==> src/design/wocf_pkg.sv <==
// ----------------------------------------------------------------------------
// wocf_pkg: shared types and constants of the outlier clamp filter
// Sample type, register map, opcodes, control state and the control
// bundles that go from the sequencer to the cells and to the ranker.
// ----------------------------------------------------------------------------
package wocf_pkg;

  localparam int unsigned DataW        = 32;
  localparam int unsigned WsW          = 5;
  localparam int unsigned AddrW        = 3;
  localparam int unsigned ApbW         = 32;
  localparam int unsigned MaxWindowDef = 16;
  localparam int unsigned MinWindow    = 3;

  localparam logic [WsW-1:0] WsReset = 5'd8;

  typedef logic signed [DataW-1:0] sample_t;

  localparam sample_t SampleMin = {1'b1, {(DataW-1){1'b0}}};
  localparam sample_t SampleMax = {1'b0, {(DataW-1){1'b1}}};

  // register index, taken from paddr[2]
  typedef enum logic {
    REG_WINDOW_SIZE = 1'b0,
    REG_NONE        = 1'b1
  } reg_idx_e;

  typedef enum logic {
    OP_FILTER  = 1'b0,
    OP_RESTART = 1'b1
  } opcode_e;

  typedef enum logic [1:0] {
    ST_IDLE,
    ST_SCAN,
    ST_EMIT
  } state_e;

  typedef struct packed {
    logic shift;
    logic load;
  } cell_ctrl_t;

  typedef struct packed {
    logic clear;
    logic step;
  } rank_ctrl_t;

endpackage

==> src/design/wocf_if.sv <==
// ----------------------------------------------------------------------------
// wocf_if: stream channels of the outlier clamp filter
// Input channel carries opcode and sample, output channel carries the
// filtered word and the warming flag; both use valid/ready.
// ----------------------------------------------------------------------------
interface wocf_in_if;
  import wocf_pkg::*;

  logic    valid;
  logic    ready;
  logic    opcode;
  sample_t sample;

  modport source (output valid, output opcode, output sample, input ready);
  modport sink   (input valid, input opcode, input sample, output ready);
endinterface

interface wocf_out_if;
  import wocf_pkg::*;

  logic    valid;
  logic    ready;
  sample_t filtered;
  logic    warming;

  modport source (output valid, output filtered, output warming, input ready);
  modport sink   (input valid, input filtered, input warming, output ready);
endinterface

==> src/design/window_outlier_clamp_filter.sv <==
// ----------------------------------------------------------------------------
// window_outlier_clamp_filter: sliding-window order-statistic clamp filter
// Keeps the last N samples in a chain of cells, ranks them by rotating the
// chain past a tracker, and, once the window is full, clamps each new
// sample to the second largest and second smallest of the window.
// ----------------------------------------------------------------------------
//  channel | dir | handshake       | payload
//  --------+-----+-----------------+---------------------------
//  in_i    | in  | valid / ready   | opcode, sample
//  out_o   | out | valid / ready   | filtered, warming
//  apb     | in  | psel / penable  | paddr, pwdata, prdata
//
//  A filtered word goes through accept, a rotation of the cell chain
//  through the ranker (one entry per cycle), and the clamp cycle.
//  Fill and restart words skip the rotation. One word is in flight at a time.
//  The output register holds a result while the next word is accepted;
//  the clamp cycle waits until that register is free.
//  Reset clears the fill count and sets the window size to 8; the cells
//  hold no reset and are read only after being written.
// ----------------------------------------------------------------------------
module window_outlier_clamp_filter #(
  parameter int unsigned MaxWindow = wocf_pkg::MaxWindowDef
) (
  input  logic                        clk_i,
  input  logic                        rst_ni,
  input  logic                        psel,
  input  logic                        penable,
  input  logic                        pwrite,
  input  logic [wocf_pkg::AddrW-1:0]  paddr,
  input  logic [wocf_pkg::ApbW-1:0]   pwdata,
  output logic [wocf_pkg::ApbW-1:0]   prdata,
  output logic                        pready,
  wocf_in_if.sink                     in_i,
  wocf_out_if.source                  out_o
);
  import wocf_pkg::*;

  localparam int unsigned NW = $clog2(MaxWindow + 1);
  localparam int unsigned CW = (NW > WsW) ? NW : WsW;

  state_e state_q, state_d;

  logic [WsW-1:0] ws_q, ws_d;
  logic [NW-1:0]  fill_cnt_q, fill_cnt_d;
  logic [NW-1:0]  scan_cnt_q, scan_cnt_d;
  logic [NW-1:0]  n_eff;
  logic [CW-1:0]  ws_ext;

  logic    restart_q, filter_q;
  sample_t sample_q;

  logic    out_valid_q;
  sample_t out_data_q;
  logic    out_warm_q;

  logic       accept, cfg_wr, out_free, commit;
  sample_t    tail_data, result, hi2, lo2;
  cell_ctrl_t shift_ctrl;
  rank_ctrl_t rank_ctrl;
  sample_t    cell_data [MaxWindow];

  // APB register port
  assign pready = 1'b1;
  assign cfg_wr = psel && penable && pwrite && (paddr[2] == REG_WINDOW_SIZE);
  assign prdata = (paddr[2] == REG_WINDOW_SIZE) ? ApbW'(ws_q) : '0;
  assign ws_d   = cfg_wr ? pwdata[WsW-1:0] : ws_q;

  // saturate the window size to MinWindow..MaxWindow
  assign ws_ext = CW'(ws_q);
  always_comb begin
    if (ws_ext < CW'(MinWindow)) begin
      n_eff = NW'(MinWindow);
    end else if (ws_ext > CW'(MaxWindow)) begin
      n_eff = NW'(MaxWindow);
    end else begin
      n_eff = NW'(ws_ext);
    end
  end

  assign in_i.ready = (state_q == ST_IDLE);
  assign accept     = in_i.valid && in_i.ready;
  assign out_free   = !out_valid_q || out_o.ready;
  assign commit     = (state_q == ST_EMIT) && out_free;

  // clamp against the ranked window
  always_comb begin
    if (!filter_q) begin
      result = sample_q;
    end else if (sample_q > hi2) begin
      result = hi2;
    end else if (sample_q < lo2) begin
      result = lo2;
    end else begin
      result = sample_q;
    end
  end

  always_comb begin
    state_d          = state_q;
    scan_cnt_d       = scan_cnt_q;
    fill_cnt_d       = fill_cnt_q;
    shift_ctrl.shift = 1'b0;
    shift_ctrl.load  = 1'b0;
    rank_ctrl.clear  = accept;
    rank_ctrl.step   = 1'b0;
    tail_data        = cell_data[0];
    unique case (state_q)
      ST_IDLE: begin
        scan_cnt_d = '0;
        if (accept) begin
          state_d = (in_i.opcode == OP_FILTER && fill_cnt_q >= n_eff) ? ST_SCAN : ST_EMIT;
        end
      end
      ST_SCAN: begin
        // rotate the window once around, head word into the ranker
        shift_ctrl.shift = 1'b1;
        rank_ctrl.step   = 1'b1;
        scan_cnt_d       = scan_cnt_q + 1'b1;
        if (scan_cnt_q == n_eff - 1'b1) begin
          state_d = ST_EMIT;
        end
      end
      ST_EMIT: begin
        tail_data = sample_q;
        if (commit) begin
          state_d = ST_IDLE;
          if (restart_q) begin
            fill_cnt_d = '0;
          end else if (filter_q) begin
            // drop the oldest, append the raw sample
            shift_ctrl.shift = 1'b1;
          end else begin
            shift_ctrl.load = 1'b1;
            fill_cnt_d      = fill_cnt_q + 1'b1;
          end
        end
      end
      default: state_d = ST_IDLE;
    endcase
    if (cfg_wr) begin
      fill_cnt_d = '0;
    end
  end

  always_ff @(posedge clk_i or negedge rst_ni) begin
    if (!rst_ni) begin
      state_q    <= ST_IDLE;
      ws_q       <= WsReset;
      fill_cnt_q <= '0;
      scan_cnt_q <= '0;
    end else begin
      state_q    <= state_d;
      ws_q       <= ws_d;
      fill_cnt_q <= fill_cnt_d;
      scan_cnt_q <= scan_cnt_d;
    end
  end

  always_ff @(posedge clk_i) begin
    if (accept) begin
      restart_q <= (in_i.opcode == OP_RESTART);
      filter_q  <= (in_i.opcode == OP_FILTER) && (fill_cnt_q >= n_eff);
      sample_q  <= in_i.sample;
    end
  end

  // output register
  always_ff @(posedge clk_i or negedge rst_ni) begin
    if (!rst_ni) begin
      out_valid_q <= 1'b0;
    end else if (commit) begin
      out_valid_q <= 1'b1;
    end else if (out_o.ready) begin
      out_valid_q <= 1'b0;
    end
  end

  always_ff @(posedge clk_i) begin
    if (commit) begin
      out_data_q <= result;
      out_warm_q <= !filter_q;
    end
  end

  assign out_o.valid    = out_valid_q;
  assign out_o.filtered = out_data_q;
  assign out_o.warming  = out_warm_q;

  // cell chain: entry 0 is the oldest, entry n-1 takes the tail word
  for (genvar i = 0; i < MaxWindow; i++) begin : g_cell
    cell_ctrl_t ctrl;
    sample_t    shift_in;

    always_comb begin
      ctrl.shift = shift_ctrl.shift;
      ctrl.load  = shift_ctrl.load && (fill_cnt_q == NW'(i));
    end

    if (i == MaxWindow - 1) begin : g_last
      assign shift_in = tail_data;
    end else begin : g_mid
      assign shift_in = (n_eff == NW'(i + 1)) ? tail_data : cell_data[i+1];
    end

    wocf_cell u_cell (
      .clk_i       (clk_i),
      .ctrl_i      (ctrl),
      .shift_in_i  (shift_in),
      .load_data_i (sample_q),
      .data_o      (cell_data[i])
    );
  end

  wocf_rank u_rank (
    .clk_i  (clk_i),
    .ctrl_i (rank_ctrl),
    .data_i (cell_data[0]),
    .hi2_o  (hi2),
    .lo2_o  (lo2)
  );

  a_fill_bound : assert property (@(posedge clk_i) disable iff (!rst_ni)
    fill_cnt_q <= n_eff)
    else $error("fill count beyond window size");

  a_scan_bound : assert property (@(posedge clk_i) disable iff (!rst_ni)
    (state_q == ST_SCAN) |-> (scan_cnt_q < n_eff))
    else $error("scan counter beyond window size");

  a_out_from_emit : assert property (@(posedge clk_i) disable iff (!rst_ni)
    $rose(out_valid_q) |-> $past(state_q == ST_EMIT))
    else $error("result word raised outside the clamp cycle");

  a_rank_order : assert property (@(posedge clk_i) disable iff (!rst_ni)
    (state_q == ST_EMIT && filter_q) |-> (lo2 <= hi2))
    else $error("ranked bounds out of order");

endmodule

==> src/design/wocf_cell.sv <==
// ----------------------------------------------------------------------------
// wocf_cell: one window entry
// Holds one stored sample; loads a new sample during fill or takes the
// word of its neighbor when the chain shifts.
// ----------------------------------------------------------------------------
module wocf_cell (
  input  logic                 clk_i,
  input  wocf_pkg::cell_ctrl_t ctrl_i,
  input  wocf_pkg::sample_t    shift_in_i,
  input  wocf_pkg::sample_t    load_data_i,
  output wocf_pkg::sample_t    data_o
);
  import wocf_pkg::*;

  sample_t data_q, data_d;

  always_comb begin
    data_d = data_q;
    if (ctrl_i.load) begin
      data_d = load_data_i;
    end else if (ctrl_i.shift) begin
      data_d = shift_in_i;
    end
  end

  always_ff @(posedge clk_i) begin
    data_q <= data_d;
  end

  assign data_o = data_q;

endmodule

==> src/design/wocf_rank.sv <==
// ----------------------------------------------------------------------------
// wocf_rank: running two-largest / two-smallest tracker
// Takes one word per cycle from the head of the chain while stepped, and keeps the
// second largest and second smallest seen since the last clear.
// ----------------------------------------------------------------------------
module wocf_rank (
  input  logic                 clk_i,
  input  wocf_pkg::rank_ctrl_t ctrl_i,
  input  wocf_pkg::sample_t    data_i,
  output wocf_pkg::sample_t    hi2_o,
  output wocf_pkg::sample_t    lo2_o
);
  import wocf_pkg::*;

  sample_t hi1_q, hi2_q, lo1_q, lo2_q;
  sample_t hi1_d, hi2_d, lo1_d, lo2_d;

  always_comb begin
    hi1_d = hi1_q;
    hi2_d = hi2_q;
    lo1_d = lo1_q;
    lo2_d = lo2_q;
    if (ctrl_i.clear) begin
      // sentinels: the first two words then settle the pairs exactly
      hi1_d = SampleMin;
      hi2_d = SampleMin;
      lo1_d = SampleMax;
      lo2_d = SampleMax;
    end else if (ctrl_i.step) begin
      if (data_i > hi1_q) begin
        hi2_d = hi1_q;
        hi1_d = data_i;
      end else if (data_i > hi2_q) begin
        hi2_d = data_i;
      end
      if (data_i < lo1_q) begin
        lo2_d = lo1_q;
        lo1_d = data_i;
      end else if (data_i < lo2_q) begin
        lo2_d = data_i;
      end
    end
  end

  always_ff @(posedge clk_i) begin
    hi1_q <= hi1_d;
    hi2_q <= hi2_d;
    lo1_q <= lo1_d;
    lo2_q <= lo2_d;
  end

  assign hi2_o = hi2_q;
  assign lo2_o = lo2_q;

endmodule

==> src/flat_wrapper.sv <==
// flat-port wrapper written by rule: the top's interface ports become plain ports
module window_outlier_clamp_filter_flat import wocf_pkg::*;
#(
  parameter int unsigned MaxWindow = wocf_pkg::MaxWindowDef
)
  (clk_i, rst_ni, psel, penable, pwrite, paddr, pwdata, prdata, pready, in_i_valid, in_i_opcode, in_i_sample, in_i_ready, out_o_valid, out_o_filtered, out_o_warming, out_o_ready);
  wocf_in_if in_i_i ();
  wocf_out_if out_o_i ();
  input  logic clk_i;
  input  logic rst_ni;
  input  logic psel;
  input  logic penable;
  input  logic pwrite;
  input  logic [wocf_pkg::AddrW-1:0] paddr;
  input  logic [wocf_pkg::ApbW-1:0] pwdata;
  output logic [wocf_pkg::ApbW-1:0] prdata;
  output logic pready;
  input wire logic [$bits(in_i_i.valid)-1:0] in_i_valid;
  input wire logic [$bits(in_i_i.opcode)-1:0] in_i_opcode;
  input wire logic [$bits(in_i_i.sample)-1:0] in_i_sample;
  output wire logic [$bits(in_i_i.ready)-1:0] in_i_ready;
  output wire logic [$bits(out_o_i.valid)-1:0] out_o_valid;
  output wire logic [$bits(out_o_i.filtered)-1:0] out_o_filtered;
  output wire logic [$bits(out_o_i.warming)-1:0] out_o_warming;
  input wire logic [$bits(out_o_i.ready)-1:0] out_o_ready;
  assign in_i_i.valid = in_i_valid;
  assign in_i_i.opcode = in_i_opcode;
  assign in_i_i.sample = in_i_sample;
  assign in_i_ready = in_i_i.ready;
  assign out_o_valid = out_o_i.valid;
  assign out_o_filtered = out_o_i.filtered;
  assign out_o_warming = out_o_i.warming;
  assign out_o_i.ready = out_o_ready;
  window_outlier_clamp_filter #(.MaxWindow(MaxWindow)) u_core (.clk_i(clk_i), .rst_ni(rst_ni), .psel(psel), .penable(penable), .pwrite(pwrite), .paddr(paddr), .pwdata(pwdata), .prdata(prdata), .pready(pready), .in_i(in_i_i), .out_o(out_o_i));
endmodule
==> config.mk <==
export PLATFORM = sky130hd
export DESIGN_NAME = window_outlier_clamp_filter_flat
export DESIGN_NICKNAME = d
export VERILOG_FILES = /design/src/design/wocf_pkg.sv /design/src/design/wocf_if.sv /design/src/design/window_outlier_clamp_filter.sv /design/src/design/wocf_cell.sv /design/src/design/wocf_rank.sv /design/src/flat_wrapper.sv
export SDC_FILE = /design/constraint.sdc
export NUM_CORES = 2
export LEC_CHECK = 0
export ABC_AREA = 1
export BUFFER_PORTS_ARGS = -buffer_cell sky130_fd_sc_hd__buf_2
export CAP_MARGIN = 5
export CORE_MARGIN = 2
export CORE_UTILIZATION = 55
export CTS_BUF_LIST = sky130_fd_sc_hd__clkbuf_8
export DETAILED_ROUTE_END_ITERATION = 12
export PLACE_DENSITY = 0.72
export RECOVER_POWER = 100
export SETUP_SLACK_MARGIN = 0.1
export SYNTH_ARGS = -nofsm -noshare
export SYNTH_HDL_FRONTEND = slang
export SYNTH_SLANG_ARGS = --single-unit
==> constraint.sdc <==
create_clock -name clk_i -period 8.2 [get_ports clk_i]
set_clock_uncertainty 0.15 [all_clocks]
set_input_delay 1.23 -clock clk_i [delete_from_list [all_inputs] [get_ports clk_i]]
set_output_delay 1.23 -clock clk_i [all_outputs]
set_load 0.1 [all_outputs]
# [Word level (Yosys, flattened, before mapping)]
# Index checks and enable logic that the tools add are counted.
[word_totals] register_bits=725 inputBits=75 output_inout_bits=68 wordCells=214
[classes] addsub=3 n_lt_le_gt_ge=9 eq_ne=37 muxes=78 n_bitwise=2 n_reduce_logical=55
[ops] op="two-way mux 32 bit" count=55
[ops] op="> comparator 32 bit" count=3
[ops] op="< comparator 32 bit" count=3
[ops] op="== test 5 x 4 -> 1 bit (second input constant)" count=16
[ops] op="nonzero test 2 bit" count=22
[ops] op="== test 5 x 3 -> 1 bit (second input constant)" count=8
[ops] op="two-way mux 5 bit" count=8
[ops] op="logical AND 1 bit" count=22
[ops] op="== test 5 x 2 -> 1 bit (second input constant)" count=4
[ops] op="two-way mux 2 bit" count=6
[ops] op="adder 5 x 1 -> 5 bit (second input constant)" count=2
[ops] op="== test 5 x 1 -> 1 bit (second input constant)" count=2
[ops] op="one-hot mux 5 bit (2 select lines)" count=1
[ops] op="AND reduction 2 bit" count=4
[ops] op="two-way mux 1 bit" count=6
[ops] op="one-hot mux 2 bit (3 select lines)" count=1
[ops] op="AND reduction 3 bit" count=2
[ops] op="== test 5 bit" count=1
[ops] op=">= comparator 5 bit" count=1
[ops] op="> comparator 5 bit (second input constant)" count=1
[ops] op="zero test 5 bit" count=1
[ops] op="< comparator 5 x 2 -> 1 bit (second input constant)" count=1
[ops] op="subtractor 5 x 1 -> 5 bit (second input constant)" count=1
[ops] op="!= test 2 x 1 -> 1 bit (second input constant)" count=2
[ops] op="9 further kinds" count=11

# [Depth between registers and ports, before layout]
[depth] depth_word=8 mapped_depth=20 depth_no_buf=19

# [By module]
# A second synthesis with hierarchy kept.
[hier_totals] hier_cells=5321 area_unflattened_um2=44124.8
[modules_own_cells] mod="wocf_cell" n_inst=16 cells_per_inst=137 area_each_um2=1401.3 seq_area_each_um2=960.9
[modules_own_cells] mod="window_outlier_clamp_filter" n_inst=1 cells_per_inst=1771 area_each_um2=12771.0 seq_area_each_um2=2463.6
[modules_own_cells] mod="wocf_rank" n_inst=1 cells_per_inst=1358 area_each_um2=8932.3 seq_area_each_um2=2562.5

# [Worst setup path after synthesis]
# OpenSTA, ideal clock, no wires.
[synth_path] kind="input to output" start="input port paddr[2] in the netlist's numbering" end="output port prdata[0] in the netlist's numbering" arrival_time_ns=2.483 t_required_ns=6.820 slack_ns=4.337 stages=1 n_path_buf=0 cell_sequence="nor2_1"
[synth_via] elab_chain_cells=1
[synth_rtl] element="start: declaration" line_no="flat_wrapper.sv:14" source="input logic [wocf_pkg::AddrW-1:0] paddr;"
[synth_rtl] element="two-way mux 5 bit" line_no="window_outlier_clamp_filter.sv:65" source="assign prdata = (paddr[2] == REG_WINDOW_SIZE) ? ApbW'(ws_q) : '0;"
[synth_rtl] element="end: declaration" line_no="flat_wrapper.sv:16" source="output logic [wocf_pkg::ApbW-1:0] prdata;"
# Every way passes these cells.

# [Worst setup path after layout]
[layout_path] start="register u_core.filter_q" end="register u_core.g_cell[14].u_cell.data_q[13], enable pin"
[layout_via] elab_chain_cells=6 word_cells_on_any_way=8 cone_classes="6 x mux; 2 x reduce/logical"
[layout_rtl] element="start: declaration" line_no="window_outlier_clamp_filter.sv:49" source="logic restart_q, filter_q;"
[layout_rtl] element="start signal: assignment" line_no="window_outlier_clamp_filter.sv:162" source="filter_q <= (in_i.opcode == OP_FILTER) && (fill_cnt_q >= n_eff);"
[layout_rtl] element="two-way mux 1 bit" line_no="window_outlier_clamp_filter.sv:129" source="end else if (filter_q) begin"
[layout_rtl] element="two-way mux 2 bit (*)" line_no="window_outlier_clamp_filter.sv:127" source="if (restart_q) begin"
[layout_rtl] element="two-way mux 2 bit (*)" line_no="window_outlier_clamp_filter.sv:125" source="if (commit) begin"
[layout_rtl] element="two-way mux 1 bit" line_no="window_outlier_clamp_filter.sv:107" source="unique case (state_q)"
[layout_rtl] element="logical AND 1 bit" line_no="window_outlier_clamp_filter.sv:196" source="ctrl.load = shift_ctrl.load && (fill_cnt_q == NW'(i));"
[layout_rtl] element="nonzero test 2 bit (no source line) (*)"
[layout_rtl] element="end signal: assignment" line_no="wocf_cell.sv:27" source="data_q <= data_d;"
[layout_rtl] element="end: declaration" line_no="wocf_cell.sv:15" source="sample_t data_q, data_d;"
# Mark *: on every way between the ends. The rest lies on a longest branch, timed or not.
# A chain may end at the register's enable or synchronous reset.

==> run summary <==
Outcome = finished with violations
Minimum clock period = 6030 ps
Yosys top cell by area = edfxtp_1
Largest net degree at the start of global routing = 99
WL per Instance = 19.3 um
Starting Density = 0.557
R2r endpoint = u_core.g_cell[14].u_cell.data_o[13]
First-pass GRT wire length = 178000 um
Critical Path Sink Type = register
Tcrit/Tclk final = 0.735
Final setup violation count = 0
Multi-input logic area = 0.0184 mm^2
Top cell type's share of synthesized area = 0.418
Num CTS Buffers = 133
Critical Path RT = 8410 ps
Relative slew slack = -1.14
Seq cells post-synth = 725
Switching power = 6.69 mW
Final WS setup = 2170 ps
Antenna violations before repair = 1
Crit path launch type = register
Max-cap violation count = 33
Vias in the first global route = 33100
Gate power share = 0.406
Clock power frac = 0.209
# fillers = 6399
Finished Cell Area = 0.0443 mm^2
Yosys cell types = 43
Post_cts resized = 0
IO buf count = 85
Gr ovfl total = 0
Synth Area in Adders = 0.0625
Post-layout nets = 4973
Post-DP HPWL = 72900 um
Worst-margin pin slew = 3210 ps
I/O pin cnt = 143
Via/cell ratio = 6.05
Yosys warnings = 0
Total wire length = 111000 um
Layout cells sized above 1 = 0.0576
CTS sink count = 725
Worst Path Max Fanout = 35
Post-place setup slack = 3730 ps
Int Power = 8.15 mW
Switching share of power = 0.451
Path depth of the worst reg2reg path = 8
Hold Path Class = register to register
Placed instance area = 0.0424 mm^2
FMAX = 166 MHz
Setup slack, reg-to-reg = 2170 ps
Worst-skew pair later-pin latency = 800 ps
Failing checks = capacitance limit, slew limit
Detail Route Antenna Nets = 0
Sequential Area = 0.0204 mm^2
Area added between synthesis and finish = 6.47%
Xor/xnor cell area share of the yosys netlist = 0.00147
Largest family of logic cells by synthesized area = simple AND/OR/NAND/NOR gates
Mux contribution to synthesized area = 0.0308
Leakage = 18.2 nW
Final GP Congestion = 0.890
Hold-fix buffers, CTS = 0
Min-delay src = u_core.u_rank.hi1_q[7]
Clk slew on worst S/H paths = 60 ps
Slew Limit Fails = 1234
Post-synth EDFFs = 579
Core Area = 0.0747 mm^2
TritonCTS clock tree = done
Power per Cell Area = 335 mW/mm^2
DRC Markers = 0
Iter 0 DRT Violations = 3100
Post-CTS setup buffer count = 0
Total GRT Usage = 0.281
R2r startpoint = u_core.filter_q
Async set-reset flop share out of synthesis = 0.0248
RSZ-0062 raised after global routing = no
Hold Worst Slack = 338 ps
Simple logic cell fraction of the synthesized area = 0.184
Synth Flop Type = edfxtp_1
Die Y = 279 um
Cells after synthesis = 4764
Sequential fraction of the synthesis area = 0.490
Crit Path Class = register to register
Compound-cell area share of the yosys netlist = 0.159
1st-pass router iterations = 6
Root buffer cell = clkbuf_8
CTS Buffer Depth = 3
WHS Endpoint = u_core.u_rank.hi1_q[7]
Avg Cell Area, Syn = 8.73 um^2
Row Count = 100
Final Hold Viols = 0
Ranking of synthesized cells by area = edfxtp_1, nand2_1, o21ai_0
TNS Setup = 0 ps
Hold depth = 2
Sequential power share = 0.384
Die ar. = 0.0779 mm^2
Peak supply drop = 0.211 mV
Die width = 279 um
Crit path DAT = 6240 ps
Fin util = 0.593
Cell Area, Synth = 0.0416 mm^2
Vias = 34900
Critical path origin = u_core.filter_q
# H-tree levels = 4
-- worst max-delay path, cell delays in order, from the launching register on --
cell and delay (ps):
edfxtp_1 430, clkbuf_1 1420, clkinv_1 220, clkbuf_1 930, nor3_1 410, o21ai_0 120, buf_4 250, nand2_1 90
clkbuf_1 1520
-- final cells by class --
type                    count  area share
flip-flops and latches    725       0.461
multi-input cells        3359       0.415
repair buffers            191      0.0209
clock buffers             137      0.0426
inverters                 280      0.0238
diodes                      1   0.0000565
well taps                 969      0.0274
clock inverters            97     0.00955
-- registers in the layout, indices dropped and copies added, names as in the netlist, 5 cells and up --
signal                       cells
u_core.scan_cnt_q                5
u_core.sample_q                 32
u_core.u_rank.hi1_q             32
u_core.u_rank.lo2_o             32
u_core.out_o.filtered           32
u_core.u_rank.hi2_o             32
u_core.ws_ext                    5
u_core.u_rank.lo1_q             32
u_core.g_cell.u_cell.data_o    512
u_core.fill_cnt_q                5
-- through the flow --
| stage | power (mW) | std cells |
|---|---|---|
| 5_1_grt | 15.7 | 5759 |
| 3_3_place_gp | 11.6 | 5524 |
| 3_5_place_dp | 11.8 | 5524 |
| 2_1_floorplan | 10.0 | 4790 |
| 6_report | 14.8 | 5759 |
| 4_1_cts | 14.9 | 5758 |
-- cell usage in the layout, fill, tap and decap left out, types with 4 or more instances in the layout --
cell type	instances
clkbuf_8	137
dfrtp_1	17
nand3_1	282
mux2i_1	128
nand3_2	6
ha_1	208
edfxtp_1	579
clkinv_1	28
nand4_1	87
o21a_1	8
o22ai_1	49
clkinvlp_4	8
nand2_1	1025
nor2_1	349
clkinv_2	9
buf_2	42
dfxtp_1	128
buf_4	42
conb_1	28
nand2_2	12
xor2_1	4
clkbuf_1	107
o211ai_1	194
inv_1	326
a31oi_1	211
o21ai_0	545
a21oi_1	132
nor3_1	58
-- cells by family (layout without fill, tap and decap cells) --
logic type	after synthesis	after routing
simple gates	1839	1839
fa+ha+maj	208	208
xor+xnor	7	7
mux	128	128
other cells	2	29
compound gates	1149	1149
flops	725	725
buf+inv	706	705
-- power groups by stage --
stage	combinational [mW]	sequential [mW]	clock, mW
2_1_floorplan	3.92	6.11	0
3_3_place_gp	5.91	5.68	0
3_5_place_dp	6.08	5.70	0
4_1_cts	6.10	5.64	3.16
5_1_grt	6.65	5.77	3.31
6_report	6.03	5.71	3.11
-- how the worst max path moves through the flow --
stage / endpoint / slack, ps / cells after the start
finish: u_core.g_cell[14].u_cell.data_o[13] / 2170 / 8
global route: u_core.g_cell[13].u_cell.data_o[14] / 1770 / 8
CTS: u_core.u_rank.lo1_q[31] / 3760 / 17
detailed placement: u_core.g_cell[6].u_cell.data_o[10] / 3730 / 10
global placement: u_core.g_cell[6].u_cell.data_o[13] / 3730 / 10
floorplan: prdata[0] / 4340 / 1
-- metal layers --
layer,vias up,part of all wire,GRT usage,routed length (um)
li1,16700,-,-,-
met1,16600,0.43,0.368,47300
met2,1380,0.47,0.466,52000
met3,244,0.070,0.0435,7780
met4,0,0.036,0.120,4000
met5,-,0,0,0
-- cells in the mapped netlist, types with 129 or more instances --
library cell and number:
a21oi_1 132, buf_2 129, ha_1 208, edfxtp_1 579, o211ai_1 194, nand3_1 285, clkbuf_1 240, a31oi_1 211
nand2_1 1037, inv_1 269, nor2_1 351, o21ai_0 544
Note: power is estimated with default switching activity, not from simulation.
